`config.mk`:
```
export PLATFORM = sky130hd
export DESIGN_NAME = first_fit_heap_allocator
export DESIGN_NICKNAME = d
export VERILOG_FILES = /design/src/ffha_pkg.sv /design/src/ffha_ctrl.sv /design/src/ffha_dp.sv /design/src/first_fit_heap_allocator.sv
export SDC_FILE = /design/constraint.sdc
export NUM_CORES = 2
export LEC_CHECK = 0
export ABC_AREA = 1
export BUFFER_PORTS_ARGS = -buffer_cell sky130_fd_sc_hd__buf_2
export CAP_MARGIN = 20
export CORE_MARGIN = 2
export CORE_UTILIZATION = 45
export DETAILED_ROUTE_END_ITERATION = 16
export PLACE_DENSITY = 0.61
export SKIP_CTS_REPAIR_TIMING = 1
export SLEW_MARGIN = 5
export SYNTH_ARGS = -nofsm -noshare
export SYNTH_HDL_FRONTEND = slang
export SYNTH_SLANG_ARGS = --single-unit
```
`constraint.sdc`:
```
create_clock -name clk -period 8 [get_ports clk]
set_clock_uncertainty 0.2 [all_clocks]
set_input_delay 1.6 -clock clk [delete_from_list [all_inputs] [get_ports clk]]
set_output_delay 1.6 -clock clk [all_outputs]
set_load 0.03 [all_outputs]
```
`src/ffha_pkg.sv`:
```
package ffha_pkg;

    localparam int MAX_SEGMENTS = 64;
    localparam int UNIT_BYTES   = 8;
    localparam int IDX_W        = $clog2(MAX_SEGMENTS);
    localparam int CNT_W        = $clog2(MAX_SEGMENTS + 1);
    localparam int LEN_W        = 21;
    localparam int SUM_W        = LEN_W + 1;
    localparam int UNIT_W       = $clog2(UNIT_BYTES);

    localparam logic [LEN_W-1:0] HEAP_LIMIT = LEN_W'(1048576);
    localparam logic [LEN_W-1:0] HEAP_RESET = LEN_W'(65536);

    localparam logic [2:0] ST_OK      = 3'd0;
    localparam logic [2:0] ST_ZERO    = 3'd1;
    localparam logic [2:0] ST_NOFIT   = 3'd2;
    localparam logic [2:0] ST_FULL    = 3'd3;
    localparam logic [2:0] ST_OVERLAP = 3'd4;

    localparam logic CMD_ALLOC = 1'b0;
    localparam logic CMD_FREE  = 1'b1;

    localparam logic CFG_BASE  = 1'b0;
    localparam logic CFG_BYTES = 1'b1;

    typedef enum logic [2:0] {
        OP_NONE,
        OP_INIT,
        OP_LOAD,
        OP_SCAN,
        OP_APPLY,
        OP_SHIFT,
        OP_DONE,
        OP_CLEAR
    } op_t;

    typedef struct packed {
        op_t op;
    } ctl_cmd_t;

    typedef struct packed {
        logic scan_done;
        logic shift_done;
        logic early_done;
        logic need_shift;
    } ctl_sts_t;

    function automatic logic [LEN_W-1:0] heap_len_of(input logic [LEN_W-1:0] b);
        logic [LEN_W-1:0] s;
        begin
            s = (b > HEAP_LIMIT) ? HEAP_LIMIT : b;
            heap_len_of = {s[LEN_W-1:UNIT_W], {UNIT_W{1'b0}}};
        end
    endfunction

endpackage

```
`src/ffha_ctrl.sv`:
```
module ffha_ctrl
    import ffha_pkg::*;
(
    input  logic     clk,
    input  logic     rst_n,
    input  logic     in_fire,
    input  logic     out_fire,
    input  logic     cfg_we,
    input  ctl_sts_t sts,
    output ctl_cmd_t cmd,
    output logic     busy,
    output logic     out_valid
);

    localparam logic [2:0] S_IDLE  = 3'd0;
    localparam logic [2:0] S_SCAN  = 3'd1;
    localparam logic [2:0] S_APPLY = 3'd2;
    localparam logic [2:0] S_SHIFT = 3'd3;
    localparam logic [2:0] S_OUT   = 3'd4;
    localparam logic [2:0] S_INIT  = 3'd5;

    logic [2:0] state_reg, state_next;

    always_comb
    begin
        state_next = state_reg;
        cmd.op     = OP_NONE;
        unique case (state_reg)
            S_INIT:
            begin
                // table entry 0 has no reset; load it once
                cmd.op     = cfg_we ? OP_INIT : OP_CLEAR;
                state_next = S_IDLE;
            end
            S_IDLE:
            begin
                if (cfg_we)
                begin
                    cmd.op = OP_INIT;
                end
                else if (in_fire)
                begin
                    cmd.op     = OP_LOAD;
                    state_next = S_SCAN;
                end
            end
            S_SCAN:
            begin
                if (sts.early_done)
                begin
                    cmd.op     = OP_DONE;
                    state_next = S_OUT;
                end
                else if (sts.scan_done)
                begin
                    state_next = S_APPLY;
                end
                else
                begin
                    cmd.op = OP_SCAN;
                end
            end
            S_APPLY:
            begin
                cmd.op     = OP_APPLY;
                state_next = sts.need_shift ? S_SHIFT : S_OUT;
            end
            S_SHIFT:
            begin
                if (sts.shift_done)
                begin
                    state_next = S_OUT;
                end
                else
                begin
                    cmd.op = OP_SHIFT;
                end
            end
            S_OUT:
            begin
                if (out_fire)
                begin
                    state_next = S_IDLE;
                end
            end
            default:
            begin
                state_next = S_IDLE;
            end
        endcase
    end

    always_ff @(posedge clk or negedge rst_n)
    begin
        if (!rst_n)
        begin
            state_reg <= S_INIT;
        end
        else
        begin
            state_reg <= state_next;
        end
    end

    assign busy      = (state_reg != S_IDLE);
    assign out_valid = (state_reg == S_OUT);

    a_out_from_work: assert property (@(posedge clk) disable iff (!rst_n)
        (state_reg == S_OUT) |-> ($past(state_reg) == S_OUT || $past(state_reg) == S_SCAN
            || $past(state_reg) == S_APPLY || $past(state_reg) == S_SHIFT))
        else $error("result without work");
    a_idle_after_out: assert property (@(posedge clk) disable iff (!rst_n)
        (state_reg == S_OUT && out_fire) |=> (state_reg == S_IDLE))
        else $error("no return to idle");
    a_load_scan: assert property (@(posedge clk) disable iff (!rst_n)
        (state_reg == S_IDLE && in_fire && !cfg_we) |=> (state_reg == S_SCAN))
        else $error("load did not start scan");

endmodule

```
`src/ffha_dp.sv`:
```
module ffha_dp
    import ffha_pkg::*;
(
    input  logic        clk,
    input  logic        rst_n,
    input  ctl_cmd_t    cmd,
    output ctl_sts_t    sts,
    input  logic        cfg_index,
    input  logic [31:0] cfg_data,
    input  logic        in_command,
    input  logic [20:0] in_size,
    input  logic [31:0] in_block,
    output logic [31:0] res_address,
    output logic [2:0]  res_status
);

    // segment table, one entry read and one written per cycle
    logic [LEN_W-1:0] off_mem [MAX_SEGMENTS];
    logic [LEN_W-1:0] len_mem [MAX_SEGMENTS];

    logic [31:0]      base_reg;
    logic [LEN_W-1:0] bytes_reg;
    logic [LEN_W-1:0] heap_len_reg;
    logic [CNT_W-1:0] count_reg;

    logic             cmd_reg;
    logic [SUM_W-1:0] size_reg;
    logic [32:0]      foff_reg;     // block - base, bit 32 unused
    logic [CNT_W-1:0] pos_reg;      // scan pointer
    logic [LEN_W-1:0] prev_end_reg; // end of entry pos-1
    logic             have_prev_reg;
    logic [LEN_W-1:0] prev_len_reg;
    logic [IDX_W-1:0] rd_idx;
    logic [LEN_W-1:0] rd_off_reg, rd_len_reg;
    logic             rd_ok_reg;    // rd_*_reg hold entry pos_reg
    logic [CNT_W-1:0] sh_reg;       // shift pointer
    logic             sh_up_reg;    // insert (up) or remove (down)
    logic [CNT_W-1:0] hold_wr_idx_reg;
    logic [LEN_W-1:0] hold_off_reg, hold_len_reg;
    logic [2:0]       st_reg;
    logic [31:0]      addr_reg;
    logic             early_reg, scan_done_reg, need_shift_reg;

    logic [SUM_W-1:0] size_rnd;
    logic [LEN_W-1:0] heap_len_n;
    logic [SUM_W-1:0] end_w;
    logic [SUM_W-1:0] seg_end;
    logic             at_end;
    logic             hold_step;    // insert: held entry goes in this step
    logic             shift_fin;

    always_comb
    begin
        size_rnd = ((SUM_W'(in_size) + SUM_W'(UNIT_BYTES - 1)) >> UNIT_W) << UNIT_W;
        heap_len_n = heap_len_of((cfg_index == CFG_BYTES) ? cfg_data[LEN_W-1:0] : bytes_reg);
        end_w   = SUM_W'(foff_reg[LEN_W-1:0]) + size_reg;
        seg_end = SUM_W'(rd_off_reg) + SUM_W'(rd_len_reg);
        at_end  = (pos_reg == count_reg);
        hold_step = sh_up_reg && (sh_reg == hold_wr_idx_reg);
    end

    // read address: scan uses pos (pos+1 once rd_ok), shift uses source entry
    always_comb
    begin
        if (cmd.op == OP_SHIFT)
        begin
            rd_idx = sh_up_reg ? IDX_W'(sh_reg - CNT_W'(1)) : IDX_W'(sh_reg + CNT_W'(1));
        end
        else if (cmd.op == OP_SCAN && rd_ok_reg)
        begin
            rd_idx = IDX_W'(pos_reg + CNT_W'(1));
        end
        else
        begin
            rd_idx = IDX_W'(pos_reg);
        end
    end

    always_ff @(posedge clk)
    begin
        rd_off_reg <= off_mem[rd_idx];
        rd_len_reg <= len_mem[rd_idx];
    end

    // table writes
    always_ff @(posedge clk)
    begin
        if (cmd.op == OP_INIT)
        begin
            off_mem[0] <= '0;
            len_mem[0] <= heap_len_n;
        end
        else if (cmd.op == OP_CLEAR)
        begin
            off_mem[0] <= '0;
            len_mem[0] <= heap_len_reg;
        end
        else if (cmd.op == OP_SHIFT && hold_step)
        begin
            off_mem[IDX_W'(sh_reg)] <= hold_off_reg;
            len_mem[IDX_W'(sh_reg)] <= hold_len_reg;
        end
        else if (cmd.op == OP_SHIFT && rd_ok_reg)
        begin
            off_mem[IDX_W'(sh_reg)] <= rd_off_reg;
            len_mem[IDX_W'(sh_reg)] <= rd_len_reg;
        end
        else if (cmd.op == OP_APPLY && !(need_shift_reg && sh_up_reg))
        begin
            off_mem[IDX_W'(hold_wr_idx_reg)] <= hold_off_reg;
            len_mem[IDX_W'(hold_wr_idx_reg)] <= hold_len_reg;
        end
    end

    always_ff @(posedge clk or negedge rst_n)
    begin
        if (!rst_n)
        begin
            base_reg        <= '0;
            bytes_reg       <= HEAP_RESET;
            heap_len_reg    <= HEAP_RESET;
            count_reg       <= CNT_W'(1);
            cmd_reg         <= CMD_ALLOC;
            size_reg        <= '0;
            foff_reg        <= '0;
            pos_reg         <= '0;
            have_prev_reg   <= 1'b0;
            prev_end_reg    <= '0;
            prev_len_reg    <= '0;
            sh_reg          <= '0;
            sh_up_reg       <= 1'b0;
            hold_wr_idx_reg <= '0;
            hold_off_reg    <= '0;
            hold_len_reg    <= '0;
            addr_reg        <= '0;
            st_reg          <= ST_OK;
            early_reg       <= 1'b0;
            scan_done_reg   <= 1'b0;
            need_shift_reg  <= 1'b0;
            rd_ok_reg       <= 1'b0;
        end
        else
        begin
            unique case (cmd.op)
                OP_INIT:
                begin
                    if (cfg_index == CFG_BASE)
                    begin
                        base_reg <= cfg_data;
                    end
                    else
                    begin
                        bytes_reg <= cfg_data[LEN_W-1:0];
                    end
                    heap_len_reg <= heap_len_n;
                    count_reg    <= (heap_len_n != '0) ? CNT_W'(1) : '0;
                end
                OP_LOAD:
                begin
                    cmd_reg       <= in_command;
                    size_reg      <= size_rnd;
                    foff_reg      <= {1'b0, in_block - base_reg};
                    pos_reg       <= '0;
                    have_prev_reg <= 1'b0;
                    prev_end_reg  <= '0;
                    rd_ok_reg     <= 1'b0;
                    addr_reg      <= '0;
                    scan_done_reg <= 1'b0;
                    need_shift_reg <= 1'b0;
                    if (size_rnd == '0)
                    begin
                        early_reg <= 1'b1;
                        st_reg    <= ST_ZERO;
                    end
                    else
                    begin
                        early_reg <= 1'b0;
                        st_reg    <= ST_OK;
                    end
                end
                OP_SCAN:
                begin
                    rd_ok_reg <= 1'b1;
                    if (cmd_reg == CMD_ALLOC)
                    begin
                        if (!rd_ok_reg)
                        begin
                            if (at_end)
                            begin
                                early_reg <= 1'b1;
                                st_reg    <= ST_NOFIT;
                            end
                        end
                        else if (SUM_W'(rd_len_reg) >= size_reg)
                        begin
                            addr_reg        <= base_reg + 32'(rd_off_reg);
                            scan_done_reg   <= 1'b1;
                            hold_wr_idx_reg <= pos_reg;
                            hold_off_reg    <= rd_off_reg + size_reg[LEN_W-1:0];
                            hold_len_reg    <= rd_len_reg - size_reg[LEN_W-1:0];
                            if (SUM_W'(rd_len_reg) == size_reg)
                            begin
                                need_shift_reg <= 1'b1;
                                sh_up_reg      <= 1'b0;
                                sh_reg         <= pos_reg;
                            end
                        end
                        else if (pos_reg + CNT_W'(1) == count_reg)
                        begin
                            early_reg <= 1'b1;
                            st_reg    <= ST_NOFIT;
                        end
                        else
                        begin
                            pos_reg <= pos_reg + CNT_W'(1);
                        end
                    end
                    else
                    begin
                        // free: bounds check on first cycle
                        if (!rd_ok_reg && (foff_reg[31:0] > 32'(heap_len_reg)
                            || 33'(size_reg) > 33'(heap_len_reg) - foff_reg))
                        begin
                            early_reg <= 1'b1;
                            st_reg    <= ST_OVERLAP;
                        end
                        else if ((rd_ok_reg || at_end)
                            && (at_end || rd_off_reg >= foff_reg[LEN_W-1:0]))
                        begin
                            // pos found
                            if (have_prev_reg && prev_end_reg > foff_reg[LEN_W-1:0])
                            begin
                                early_reg <= 1'b1;
                                st_reg    <= ST_OVERLAP;
                            end
                            else if (!at_end && SUM_W'(rd_off_reg) < end_w)
                            begin
                                early_reg <= 1'b1;
                                st_reg    <= ST_OVERLAP;
                            end
                            else if (have_prev_reg && prev_end_reg == foff_reg[LEN_W-1:0])
                            begin
                                scan_done_reg   <= 1'b1;
                                hold_wr_idx_reg <= pos_reg - CNT_W'(1);
                                hold_off_reg    <= prev_end_reg - prev_len_reg;
                                if (!at_end && SUM_W'(rd_off_reg) == end_w)
                                begin
                                    hold_len_reg   <= prev_len_reg + size_reg[LEN_W-1:0]
                                                      + rd_len_reg;
                                    need_shift_reg <= 1'b1;
                                    sh_up_reg      <= 1'b0;
                                    sh_reg         <= pos_reg;
                                end
                                else
                                begin
                                    hold_len_reg <= prev_len_reg + size_reg[LEN_W-1:0];
                                end
                            end
                            else if (!at_end && SUM_W'(rd_off_reg) == end_w)
                            begin
                                scan_done_reg   <= 1'b1;
                                hold_wr_idx_reg <= pos_reg;
                                hold_off_reg    <= foff_reg[LEN_W-1:0];
                                hold_len_reg    <= rd_len_reg + size_reg[LEN_W-1:0];
                            end
                            else if (count_reg >= CNT_W'(MAX_SEGMENTS))
                            begin
                                early_reg <= 1'b1;
                                st_reg    <= ST_FULL;
                            end
                            else
                            begin
                                scan_done_reg   <= 1'b1;
                                hold_wr_idx_reg <= pos_reg;
                                hold_off_reg    <= foff_reg[LEN_W-1:0];
                                hold_len_reg    <= size_reg[LEN_W-1:0];
                                need_shift_reg  <= 1'b1;
                                sh_up_reg       <= 1'b1;
                                sh_reg          <= count_reg;
                            end
                        end
                        else if (rd_ok_reg)
                        begin
                            have_prev_reg <= 1'b1;
                            prev_end_reg  <= seg_end[LEN_W-1:0];
                            prev_len_reg  <= rd_len_reg;
                            pos_reg       <= pos_reg + CNT_W'(1);
                        end
                    end
                end
                OP_APPLY:
                begin
                    rd_ok_reg <= 1'b0;
                    if (need_shift_reg && sh_up_reg)
                    begin
                        count_reg <= count_reg + CNT_W'(1);
                    end
                    else if (need_shift_reg)
                    begin
                        count_reg <= count_reg - CNT_W'(1);
                    end
                end
                OP_SHIFT:
                begin
                    if (hold_step)
                    begin
                        sh_reg    <= sh_reg - CNT_W'(1);
                        rd_ok_reg <= 1'b0;
                    end
                    else if (rd_ok_reg)
                    begin
                        sh_reg    <= sh_up_reg ? sh_reg - CNT_W'(1) : sh_reg + CNT_W'(1);
                        rd_ok_reg <= 1'b0;
                    end
                    else
                    begin
                        rd_ok_reg <= 1'b1;
                    end
                end
                OP_DONE:
                begin
                    addr_reg <= '0;
                end
                OP_NONE:
                begin
                end
                default:
                begin
                end
            endcase
        end
    end

    // insert: apply leaves the slot alone; entries move up from the top,
    // then the held entry lands at pos and the pointer steps below it
    always_comb
    begin
        if (sh_up_reg)
        begin
            shift_fin = (CNT_W'(sh_reg + CNT_W'(1)) == hold_wr_idx_reg);
        end
        else
        begin
            shift_fin = (sh_reg + CNT_W'(1) >= count_reg + CNT_W'(1));
        end
    end

    always_comb
    begin
        sts.scan_done  = scan_done_reg;
        sts.early_done = early_reg;
        sts.need_shift = need_shift_reg;
        sts.shift_done = shift_fin;
    end

    assign res_address = (st_reg == ST_OK) ? addr_reg : '0;
    assign res_status  = st_reg;

    a_count_range: assert property (@(posedge clk) disable iff (!rst_n)
        count_reg <= CNT_W'(MAX_SEGMENTS))
        else $error("segment count overflow");
    a_err_no_addr: assert property (@(posedge clk) disable iff (!rst_n)
        (st_reg != ST_OK) |-> (res_address == '0))
        else $error("address on error");
    a_no_both: assert property (@(posedge clk) disable iff (!rst_n)
        !(early_reg && scan_done_reg))
        else $error("both done and error");

endmodule

```
`src/first_fit_heap_allocator.sv`:
```
// First-fit heap allocator: keeps an address-ordered table of up to 64 free
// segments and serves allocate and free requests one at a time. After reset
// or any configuration write the table is one segment over the whole heap;
// (none if the heap rounds to zero); the first cycle after reset loads
// that entry, with in_stall high. A request scans the table one entry per
// cycle through the table memory's single read port, then may shift entries
// to open or close a slot, each shifted entry read before it is written. An
// insert at the front of a table holding 63 entries is the slowest request;
// the shift length sets the worst case.
// The result beat holds until taken; in_stall is high while a request is
// in flight and during a configuration write. Configuration is only
// written while idle.
module first_fit_heap_allocator
    import ffha_pkg::*;
(
    input  logic        clk,
    input  logic        rst_n,
    input  logic        cfg_we,
    input  logic        cfg_index,
    input  logic [31:0] cfg_data,
    input  logic        in_valid,
    output logic        in_stall,
    input  logic        command,
    input  logic [20:0] size_bytes,
    input  logic [31:0] block_address,
    output logic        out_valid,
    input  logic        out_stall,
    output logic [31:0] address,
    output logic [2:0]  status
);

    ctl_cmd_t cmd;
    ctl_sts_t sts;
    logic     busy;
    logic     in_fire, out_fire;

    assign in_stall = busy || cfg_we;
    assign in_fire  = in_valid && !in_stall;
    assign out_fire = out_valid && !out_stall;

    ffha_ctrl u_ctrl (
        .clk       (clk),
        .rst_n     (rst_n),
        .in_fire   (in_fire),
        .out_fire  (out_fire),
        .cfg_we    (cfg_we),
        .sts       (sts),
        .cmd       (cmd),
        .busy      (busy),
        .out_valid (out_valid)
    );

    ffha_dp u_dp (
        .clk         (clk),
        .rst_n       (rst_n),
        .cmd         (cmd),
        .sts         (sts),
        .cfg_index   (cfg_index),
        .cfg_data    (cfg_data),
        .in_command  (command),
        .in_size     (size_bytes),
        .in_block    (block_address),
        .res_address (address),
        .res_status  (status)
    );

endmodule

```
# After elaboration in Yosys (flattened, before gate mapping)
# Memory sizes are Yosys's and may differ from the RTL's. A register that Yosys moved wholly into a read port is not among the register bits.
# Index checks and enable logic that the tools add are counted.
word_totals:
  register_bits: 279
  mem_bits_rw: 2688
  inputBits: 92
  out_inout_bits: 37
  elab_cells: 370
  mem_count: 2
classes:
  add_sub_neg: 18
  order_cmp: 9
  eq_ne: 61
  n_mux: 195
  n_bitwise: 7
  reduce_logical: 55
memory_table:
  columns: ["memory", "depth", "word_bits", "read_ports", "rd_clocked_by_memory_dff", "wr", "line_no", "text"]
  rows:
  - ["u_dp.len_mem", 64, 21, 1, 1, 1, "ffha_dp.sv:19", "logic [LEN_W-1:0] len_mem [MAX_SEGMENTS];"]
  - ["u_dp.off_mem", 64, 21, 1, 1, 1, "ffha_dp.sv:18", "logic [LEN_W-1:0] off_mem [MAX_SEGMENTS];"]
op_table:
  columns: ["operator", "count"]
  rows:
  - ["$mux W21", 35]
  - ["$mux W7", 34]
  - ["$mux W32", 4]
  - ["$add A21 B21 Y21", 5]
  - ["$reduce_or A21 Y1", 4]
  - ["$mux W1", 77]
  - ["$mux W3", 23]
  - ["$pmux W32 S2", 1]
  - ["$eq A21 B22 Y1", 2]
  - ["$mux W6", 7]
  - ["$pmux W21 S2", 1]
  - ["$pmux W7 S2", 3]
  - ["$sub A21 B21 Y21", 2]
  - ["$gt A22 B33 Y1", 1]
  - ["$sub A21 B32 Y33", 1]
  - ["$add A32 B21 Y32", 1]
  - ["$gt A32 B21 Y1", 1]
  - ["$sub A32 B32 Y32", 1]
  - ["$pmux W3 S5", 2]
  - ["$eq A7 B7 Y1", 4]
  - ["$ne A3 B3 Y1 const B", 8]
  - ["$reduce_and A8 Y1", 3]
  - ["$add A21 B22 Y22", 1]
  - ["$add A21 B3 Y22 const B", 1]
  - ["other kinds (43)", 123]

# Longest topological paths before layout
logic_depth:
  word_depth: 18
  ltp_mapped: 32
  mapped_depth_nobuf: 31

# Cells and area by module
# From an unflattened synthesis, not the netlist that was laid out.
hier_totals:
  hier_cells: 12071
  hier_area_um2: 137125.3
modules_own_cells:
  columns: ["module", "instances", "cells_per_inst", "area_each_um2", "seq_area_each_um2"]
  rows:
  - ["ffha_dp", 1, 12013, 136783.7, 88443.6]
  - ["ffha_ctrl", 1, 51, 310.3, 77.6]
  - ["first_fit_heap_allocator", 1, 7, 31.3, 0.0]

# Worst setup path before layout
# No wires, ideal clock.
synth_timing:
  path_type: "flip-flop to flip-flop"
  start: "register u_dp.count_reg[0]"
  end: "memory u_dp.len_mem[7][0], enable pin"
  setup_ps: 502
  t_arrival_ps: 6211
  required_time_ps: 7298
  path_slack_ps: 1087
  stages_incl_launch_ff: 21
  path_buffers: 1
  synth_period_minus_slack_ps: 6913
  path_cell_list: "dfstp_2 > ha_1 > nand3_1 > nor2_1 > nand2_1 > xor2_1 > ha_1 > nand2_1 > nor2_1 > nor2_1 > nand4_1 > a21oi_1 > nand2_4 > buf_6 > o21ai_4 > nor2_4 > nor2_2 > inv_2 > nor2_1 > nand2_1 > nor3b_1"
synth_between:
  elab_chain_cells: 16
  elab_cells_between_ends: 40
  cone_classes: "1 x add/sub; 1 x order compare; 4 x eq/ne; 27 x mux; 2 x bitwise; 5 x reduce/logical"
synth_rtl:
  columns: ["item", "line_no", "text"]
  rows:
  - ["start, declared", "ffha_dp.sv:24", "logic [CNT_W-1:0] count_reg;"]
  - ["start signal, assigned", "ffha_dp.sv:156", "count_reg <= (heap_len_n != '0) ? CNT_W'(1) : '0;"]
  - ["start signal, assigned", "ffha_dp.sv:296", "count_reg <= count_reg + CNT_W'(1);"]
  - ["start signal, assigned", "ffha_dp.sv:300", "count_reg <= count_reg - CNT_W'(1);"]
  - ["$add A7 B1 Y7 (*)", "ffha_dp.sv:344", "shift_fin = (sh_reg + CNT_W'(1) >= count_reg + CNT_W'(1));"]
  - ["$ge A7 B7 Y1 (*)", "ffha_dp.sv:344", null]
  - ["$mux W1 (*)", "ffha_dp.sv:338", "if (sh_up_reg)"]
  - ["$mux W3 (*)", "ffha_ctrl.sv:70", "if (sts.shift_done)"]
  - ["$pmux W3 S5 (*)", "ffha_ctrl.sv:28", "unique case (state_reg)"]
  - ["$eq A3 B3 Y1", "ffha_dp.sv:98, ffha_dp.sv:103", null]
  - ["$logic_and A1 B1 Y1", "ffha_dp.sv:103", "else if (cmd.op == OP_SHIFT && rd_ok_reg)"]
  - ["$mux W1", "ffha_dp.sv:103", null]
  - ["$mux W1", "ffha_dp.sv:98", "else if (cmd.op == OP_SHIFT && hold_step)"]
  - ["$mux W1", "ffha_dp.sv:93", "else if (cmd.op == OP_CLEAR)"]
  - ["$mux W1", "ffha_dp.sv:88", "if (cmd.op == OP_INIT)"]
  - ["$mux W1 (not written as such)", "ffha_dp.sv:106", "len_mem[IDX_W'(sh_reg)] <= rd_len_reg;"]
  - ["$or A1 B1 Y1 (no line)", null, null]
  - ["$reduce_or A21 Y1 (no line)", null, null]
  - ["$mux W6 (no line) / $mux W1 (equally long branches) (2 in series)", null, null]
  - ["end, declared", "ffha_dp.sv:19", null]
# Every way passes the cells marked *; elsewhere a longest branch is shown, timed or not.

# Final worst setup path
layout_timing:
  start: "register u_dp.sh_reg[0]"
  end: "memory u_dp.len_mem[4][6], enable pin"
layout_between:
  elab_chain_cells: 16
  elab_cells_between_ends: 43
  cone_classes: "1 x add/sub; 1 x order compare; 6 x eq/ne; 27 x mux; 2 x bitwise; 6 x reduce/logical"
layout_rtl:
  columns: ["item", "line_no", "text"]
  rows:
  - ["start, declared", "ffha_dp.sv:36", "logic [CNT_W-1:0] sh_reg;"]
  - ["start signal, assigned", "ffha_dp.sv:205", "sh_reg <= pos_reg;"]
  - ["start signal, assigned", "ffha_dp.sv:252", "sh_reg <= pos_reg;"]
  - ["start signal, assigned", "ffha_dp.sv:279", "sh_reg <= count_reg;"]
  - ["$add A7 B1 Y7", null, null]
  - ["$ge A7 B7 Y1 / $eq A7 B7 Y1 (equally long branches)", "ffha_dp.sv:344, ffha_dp.sv:340", null]
  - ["$mux W1", "ffha_dp.sv:338", null]
  - ["$mux W3", "ffha_ctrl.sv:70", null]
  - ["$pmux W3 S5", "ffha_ctrl.sv:28", null]
  - ["$eq A3 B3 Y1", "ffha_dp.sv:98, ffha_dp.sv:103", null]
  - ["$logic_and A1 B1 Y1", "ffha_dp.sv:103", null]
  - ["$mux W1", "ffha_dp.sv:103", null]
  - ["$mux W1", "ffha_dp.sv:98", null]
  - ["$mux W1", "ffha_dp.sv:93", null]
  - ["$mux W1", "ffha_dp.sv:88", null]
  - ["$mux W1 (not written as such)", "ffha_dp.sv:106", null]
  - ["$or A1 B1 Y1 (no line)", null, null]
  - ["$reduce_or A21 Y1 (no line)", null, null]
  - ["$mux W6 (no line) / $mux W1 (equally long branches) (2 in series)", null, null]
# Parallel ways exist; a longest one is shown, timed or not.

==> flow_results.xml <==
<?xml version="1.0" encoding="UTF-8"?>
<metrics>
  <group name="cells_and_area">
    <metric name="stdcell_count" unit="">19000</metric>
    <metric name="final_cell_area" unit="um2">163000</metric>
    <metric name="net_count_of_the_finished_layout" unit="">14800</metric>
    <metric name="drive_above_1_share" unit="%">7.47</metric>
    <metric name="syn2layout_area_growth" unit="%">11.8</metric>
    <metric name="layout_top_registers" unit="">u_dp.len_mem (1344), u_dp.off_mem (1344)</metric>
    <metric name="fill_cells" unit="">29200</metric>
  </group>
  <group name="status">
    <metric name="run_status" unit="">finished clean</metric>
  </group>
  <group name="route">
    <metric name="antenna_left" unit="">0</metric>
    <metric name="met2WireLength" unit="um">220000</metric>
    <metric name="routedWlPerCell" unit="um">25.0</metric>
    <metric name="routed-via-count" unit="">108000</metric>
    <metric name="drtIter0Drc" unit="">13100</metric>
    <metric name="met1Wirelength" unit="um">197000</metric>
    <metric name="route.met3.wl" unit="um">38700</metric>
    <metric name="drc_errors" unit="">0</metric>
    <metric name="wl_final" unit="um">474000</metric>
    <metric name="routed.top_layer" unit="">met5</metric>
    <metric name="route.detailed.vias_per_inst" unit="">5.70</metric>
    <metric name="drt_first_pass_iters" unit="">6</metric>
  </group>
  <group name="sta">
    <metric name="worst-slew-pin-transition" unit="ps">1240</metric>
    <metric name="maxSlewHeadroom" unit="%">16.5</metric>
    <metric name="report.final.setup_viol" unit="">0</metric>
    <metric name="final_max_slew_viol_count" unit="">0</metric>
    <metric name="rsz0062_at_grt" unit="">false</metric>
    <metric name="postLayoutSetupSlackWorst" unit="ps">1250</metric>
    <metric name="report.final.hold_viol_count" unit="">0</metric>
    <metric name="final_min_period_over_clock_period" unit="%">84.4</metric>
    <metric name="timing.fmax" unit="MHz">148</metric>
    <metric name="fin_crit" unit="ps">6750</metric>
    <metric name="totalNegativeSetupSlack" unit="ps">0</metric>
  </group>
  <group name="synthesis">
    <metric name="synth_compound_gate_area_share" unit="%">4.14</metric>
    <metric name="synth_top_family_by_area" unit="">simple AND/OR/NAND/NOR gates</metric>
    <metric name="synth.yosys.seq_area_share" unit="%">60.6</metric>
    <metric name="yosys_warn_count" unit="">0</metric>
    <metric name="synth.net_count" unit="">14900</metric>
    <metric name="ys_async_sr_fraction" unit="%">9.24</metric>
    <metric name="yosys.area.top_type_share" unit="%">55.2</metric>
    <metric name="synth_cells" unit="">14500</metric>
    <metric name="synth.cell_area" unit="um2">146000</metric>
    <metric name="synth.mux.area_fraction" unit="%">0.0214</metric>
    <metric name="ys_top_cells_by_area" unit="">sky130_fd_sc_hd__edfxtp_1 (55%), sky130_fd_sc_hd__nand3_1 (9.6%), sky130_fd_sc_hd__nand2_1 (7.1%)</metric>
    <metric name="synth_simple_gate_area_share" unit="%">24.1</metric>
    <metric name="avg_synthesized_cell_area" unit="um2">10.1</metric>
    <metric name="synth_cell_type_count" unit="">68</metric>
    <metric name="number_of_synthesized_flops_with_an_enable_pin" unit="">2688</metric>
    <metric name="yosys.area.top_type" unit="">sky130_fd_sc_hd__edfxtp_1</metric>
    <metric name="dominantRegCellSynth" unit="">sky130_fd_sc_hd__edfxtp_1</metric>
    <metric name="ys_ff_latch" unit="">3008</metric>
    <metric name="post_synth_xor_area_fraction" unit="%">1.27</metric>
    <metric name="synth_adder_area_share" unit="%">2.81</metric>
  </group>
  <group name="setup_path">
    <metric name="crit_required" unit="ps">8330</metric>
    <metric name="timing_worst_setup_path_type" unit="">reg -&gt; reg</metric>
    <metric name="crit_path_arrival_time" unit="ps">7080</metric>
    <metric name="kind_of_end_point_of_the_critical_path" unit="">flop</metric>
    <metric name="startpoint_types" unit="">flop</metric>
    <metric name="critical_path.max_fanout" unit="">27</metric>
  </group>
  <group name="power">
    <metric name="clock_power_share" unit="%">22.8</metric>
    <metric name="powerDensity" unit="nW/um2">405</metric>
    <metric name="max-vdd-ir-drop" unit="mV">0.353</metric>
    <metric name="static-leakage-power" unit="uW">0.0671</metric>
    <metric name="power.sequential.fraction" unit="%">30.0</metric>
    <metric name="combinationalPowerShare" unit="%">47.3</metric>
    <metric name="p_int" unit="uW">36800</metric>
    <metric name="power" unit="uW">66200</metric>
    <metric name="power_switching" unit="uW">29400</metric>
    <metric name="switching_share" unit="%">44.5</metric>
  </group>
  <group name="global_route">
    <metric name="antenna_found_initial" unit="">16</metric>
    <metric name="grt_first_pass_wirelength" unit="um">695000</metric>
    <metric name="grt_overflow_total" unit="">0</metric>
    <metric name="maximum_number_of_pins_on_one_net_before_global_route_repair" unit="">181</metric>
    <metric name="grt_pass1_vias" unit="">103000</metric>
    <metric name="globalRouteTotalUtil" unit="%">28.0</metric>
  </group>
  <group name="floorplan">
    <metric name="initial_utilization" unit="%">45.1</metric>
    <metric name="die_area" unit="um2">329000</metric>
    <metric name="fp-row-count" unit="">209</metric>
    <metric name="coreArea" unit="um2">324000</metric>
    <metric name="ios" unit="">129</metric>
    <metric name="floorplan.die.height" unit="um">574</metric>
    <metric name="die_width" unit="um">574</metric>
  </group>
  <group name="run">
    <metric name="cap_violations" unit="">0</metric>
  </group>
  <group name="min_path">
    <metric name="hold_path.class" unit="">reg -&gt; reg</metric>
  </group>
  <group name="place">
    <metric name="dp.cells" unit="">18400</metric>
    <metric name="placement.io_buffers" unit="">128</metric>
    <metric name="globalplace.congestion" unit="">0.963</metric>
    <metric name="post_dp_cell_area" unit="um2">153000</metric>
    <metric name="dpl_worst_slack" unit="ps">1450</metric>
    <metric name="place.detailed.hpwl" unit="um">276000</metric>
  </group>
  <group name="clocking">
    <metric name="cts.htree.levels" unit="">5</metric>
    <metric name="cts.path.max_buffers" unit="">4</metric>
    <metric name="clock-sinks" unit="">3008</metric>
    <metric name="clk-insertion-delay-late" unit="ps">940</metric>
    <metric name="clockRootBuffer" unit="">sky130_fd_sc_hd__clkbuf_16</metric>
    <metric name="numCtsBuffers" unit="">330</metric>
    <metric name="clk_pin_slew" unit="ps">60</metric>
    <metric name="cts_tree" unit="">built</metric>
  </group>
</metrics>
## layout by cell type, fill, tap and decap left out, drive strengths merged, types with 70 or more instances in the layout
cell / instances
ha: 312
nor2: 433
clkinv: 114
dfrtp: 273
nand3: 2800
buf: 464
a21oi: 377
nand2: 2788
inv: 1720
edfxtp: 2688
clkbuf: 452
nand3b: 1054
xor2: 136
xnor2: 73
o211ai: 70
o21ai: 463
## metal layers
metal | track usage, % | up-vias
met1 | 38.4 | 52800
met5 | 0 | -
met2 | 45.1 | 4899
met3 | 4.05 | 834
li1 | - | 49700
met4 | 10.7 | 6
## synthesized netlist by cell type (8+ instances only)
cell type                  count
sky130_fd_sc_hd__nand3_1    2798
sky130_fd_sc_hd__nand2_1    2779
sky130_fd_sc_hd__edfxtp_1   2688
sky130_fd_sc_hd__inv_1      1702
sky130_fd_sc_hd__nand3b_1   1054
sky130_fd_sc_hd__buf_2       519
sky130_fd_sc_hd__o21ai_0     453
sky130_fd_sc_hd__nor2_1      427
sky130_fd_sc_hd__a21oi_1     377
sky130_fd_sc_hd__ha_1        312
sky130_fd_sc_hd__dfrtp_1     273
sky130_fd_sc_hd__clkbuf_1    261
sky130_fd_sc_hd__xor2_1      135
sky130_fd_sc_hd__xnor2_1      73
sky130_fd_sc_hd__o211ai_1     70
sky130_fd_sc_hd__nor3_1       60
sky130_fd_sc_hd__nand4_1      54
sky130_fd_sc_hd__dfxtp_1      42
sky130_fd_sc_hd__buf_1        39
sky130_fd_sc_hd__o22ai_1      37
sky130_fd_sc_hd__nor4_1       29
sky130_fd_sc_hd__o31ai_1      22
sky130_fd_sc_hd__buf_4        21
sky130_fd_sc_hd__or2_2        21
sky130_fd_sc_hd__a31oi_1      19
sky130_fd_sc_hd__o221ai_1     18
sky130_fd_sc_hd__o21bai_1     15
sky130_fd_sc_hd__a221oi_1     12
sky130_fd_sc_hd__inv_2        11
sky130_fd_sc_hd__a21o_1       10
sky130_fd_sc_hd__fa_1         10
sky130_fd_sc_hd__a22oi_1       9
sky130_fd_sc_hd__a211oi_1      8
sky130_fd_sc_hd__o21ai_1       8
## power by group through the flow
stage	combinational, uW	clock (uW)	sequential (uW)
global placement	30600	0	20100
CTS	30800	15200	19800
finish	31300	15100	19800
detailed placement	30700	0	20100
global route	34200	15800	19900
floorplan	20400	0	20000
## final timing paths
check	from	endpoint	slack (ps)	cells after the start
setup / recovery	u_dp.sh_reg[0]	u_dp.len_mem[4][6]	1250	19
hold / removal	u_dp.foff_reg[23]	u_dp.foff_reg[23]	280	2
setup reg to reg	u_dp.sh_reg[0]	u_dp.len_mem[4][6]	1250	19
hold reg to reg	u_dp.foff_reg[23]	u_dp.foff_reg[23]	280	2
max in group asynchronous	rst_n	u_dp.bytes_reg[1]	5780	2
min in group asynchronous	rst_n	u_dp.sh_reg[6]	440	1
## worst max-delay path, stage by stage, from the launching register on
cell                      delay, ps
sky130_fd_sc_hd__dfrtp_1        520
sky130_fd_sc_hd__ha_1           250
sky130_fd_sc_hd__nand2_1        120
sky130_fd_sc_hd__nor3_4         180
sky130_fd_sc_hd__xor2_1         220
sky130_fd_sc_hd__inv_1           70
sky130_fd_sc_hd__ha_1           300
sky130_fd_sc_hd__nand2_1         80
sky130_fd_sc_hd__nor2_1         160
sky130_fd_sc_hd__nand4_1        110
sky130_fd_sc_hd__nand4_1        110
sky130_fd_sc_hd__a21oi_1        150
sky130_fd_sc_hd__nand2_4        310
sky130_fd_sc_hd__o21ai_4        250
sky130_fd_sc_hd__nor2_4         700
sky130_fd_sc_hd__nor2_1         240
sky130_fd_sc_hd__inv_1          200
sky130_fd_sc_hd__nand2_1        510
sky130_fd_sc_hd__nor2_4         850
sky130_fd_sc_hd__buf_4          680
## stage by stage
| step | util (%) | hold slack (ps) |
|---|---|---|
| 4_1_cts | 50.5 | 290 |
| 6_report | 50.5 | 284 |
| 2_1_floorplan | - | 242 |
| 5_1_grt | 50.5 | 300 |
| 3_3_place_gp | 47.2 | 262 |
| 3_5_place_dp | 47.2 | 273 |
## cell type report
class	instances	area [um2]	share of cell area, %
Sequential cell	3008	88500	54.2
Multi-Input combinational cell	8887	48300	29.6
Clock buffer	452	9070	5.55
Inverter	1717	6460	3.95
Tap cell	4325	5410	3.31
Timing Repair Buffer	464	4130	2.53
Clock inverter	145	1490	0.913
Antenna cell	9	22.5	0.0138
## logic make-up after synthesis
group                      count (synthesis)
AOI/OAI and AO/OA                       1086
xor gates and xnor gates                 210
adders and majority gates                322
buffers and inverters                   2559
DFF                                     3008
muxes                                      3
and+or+nand+nor                         7266
(Power assumes the default switching activity.)
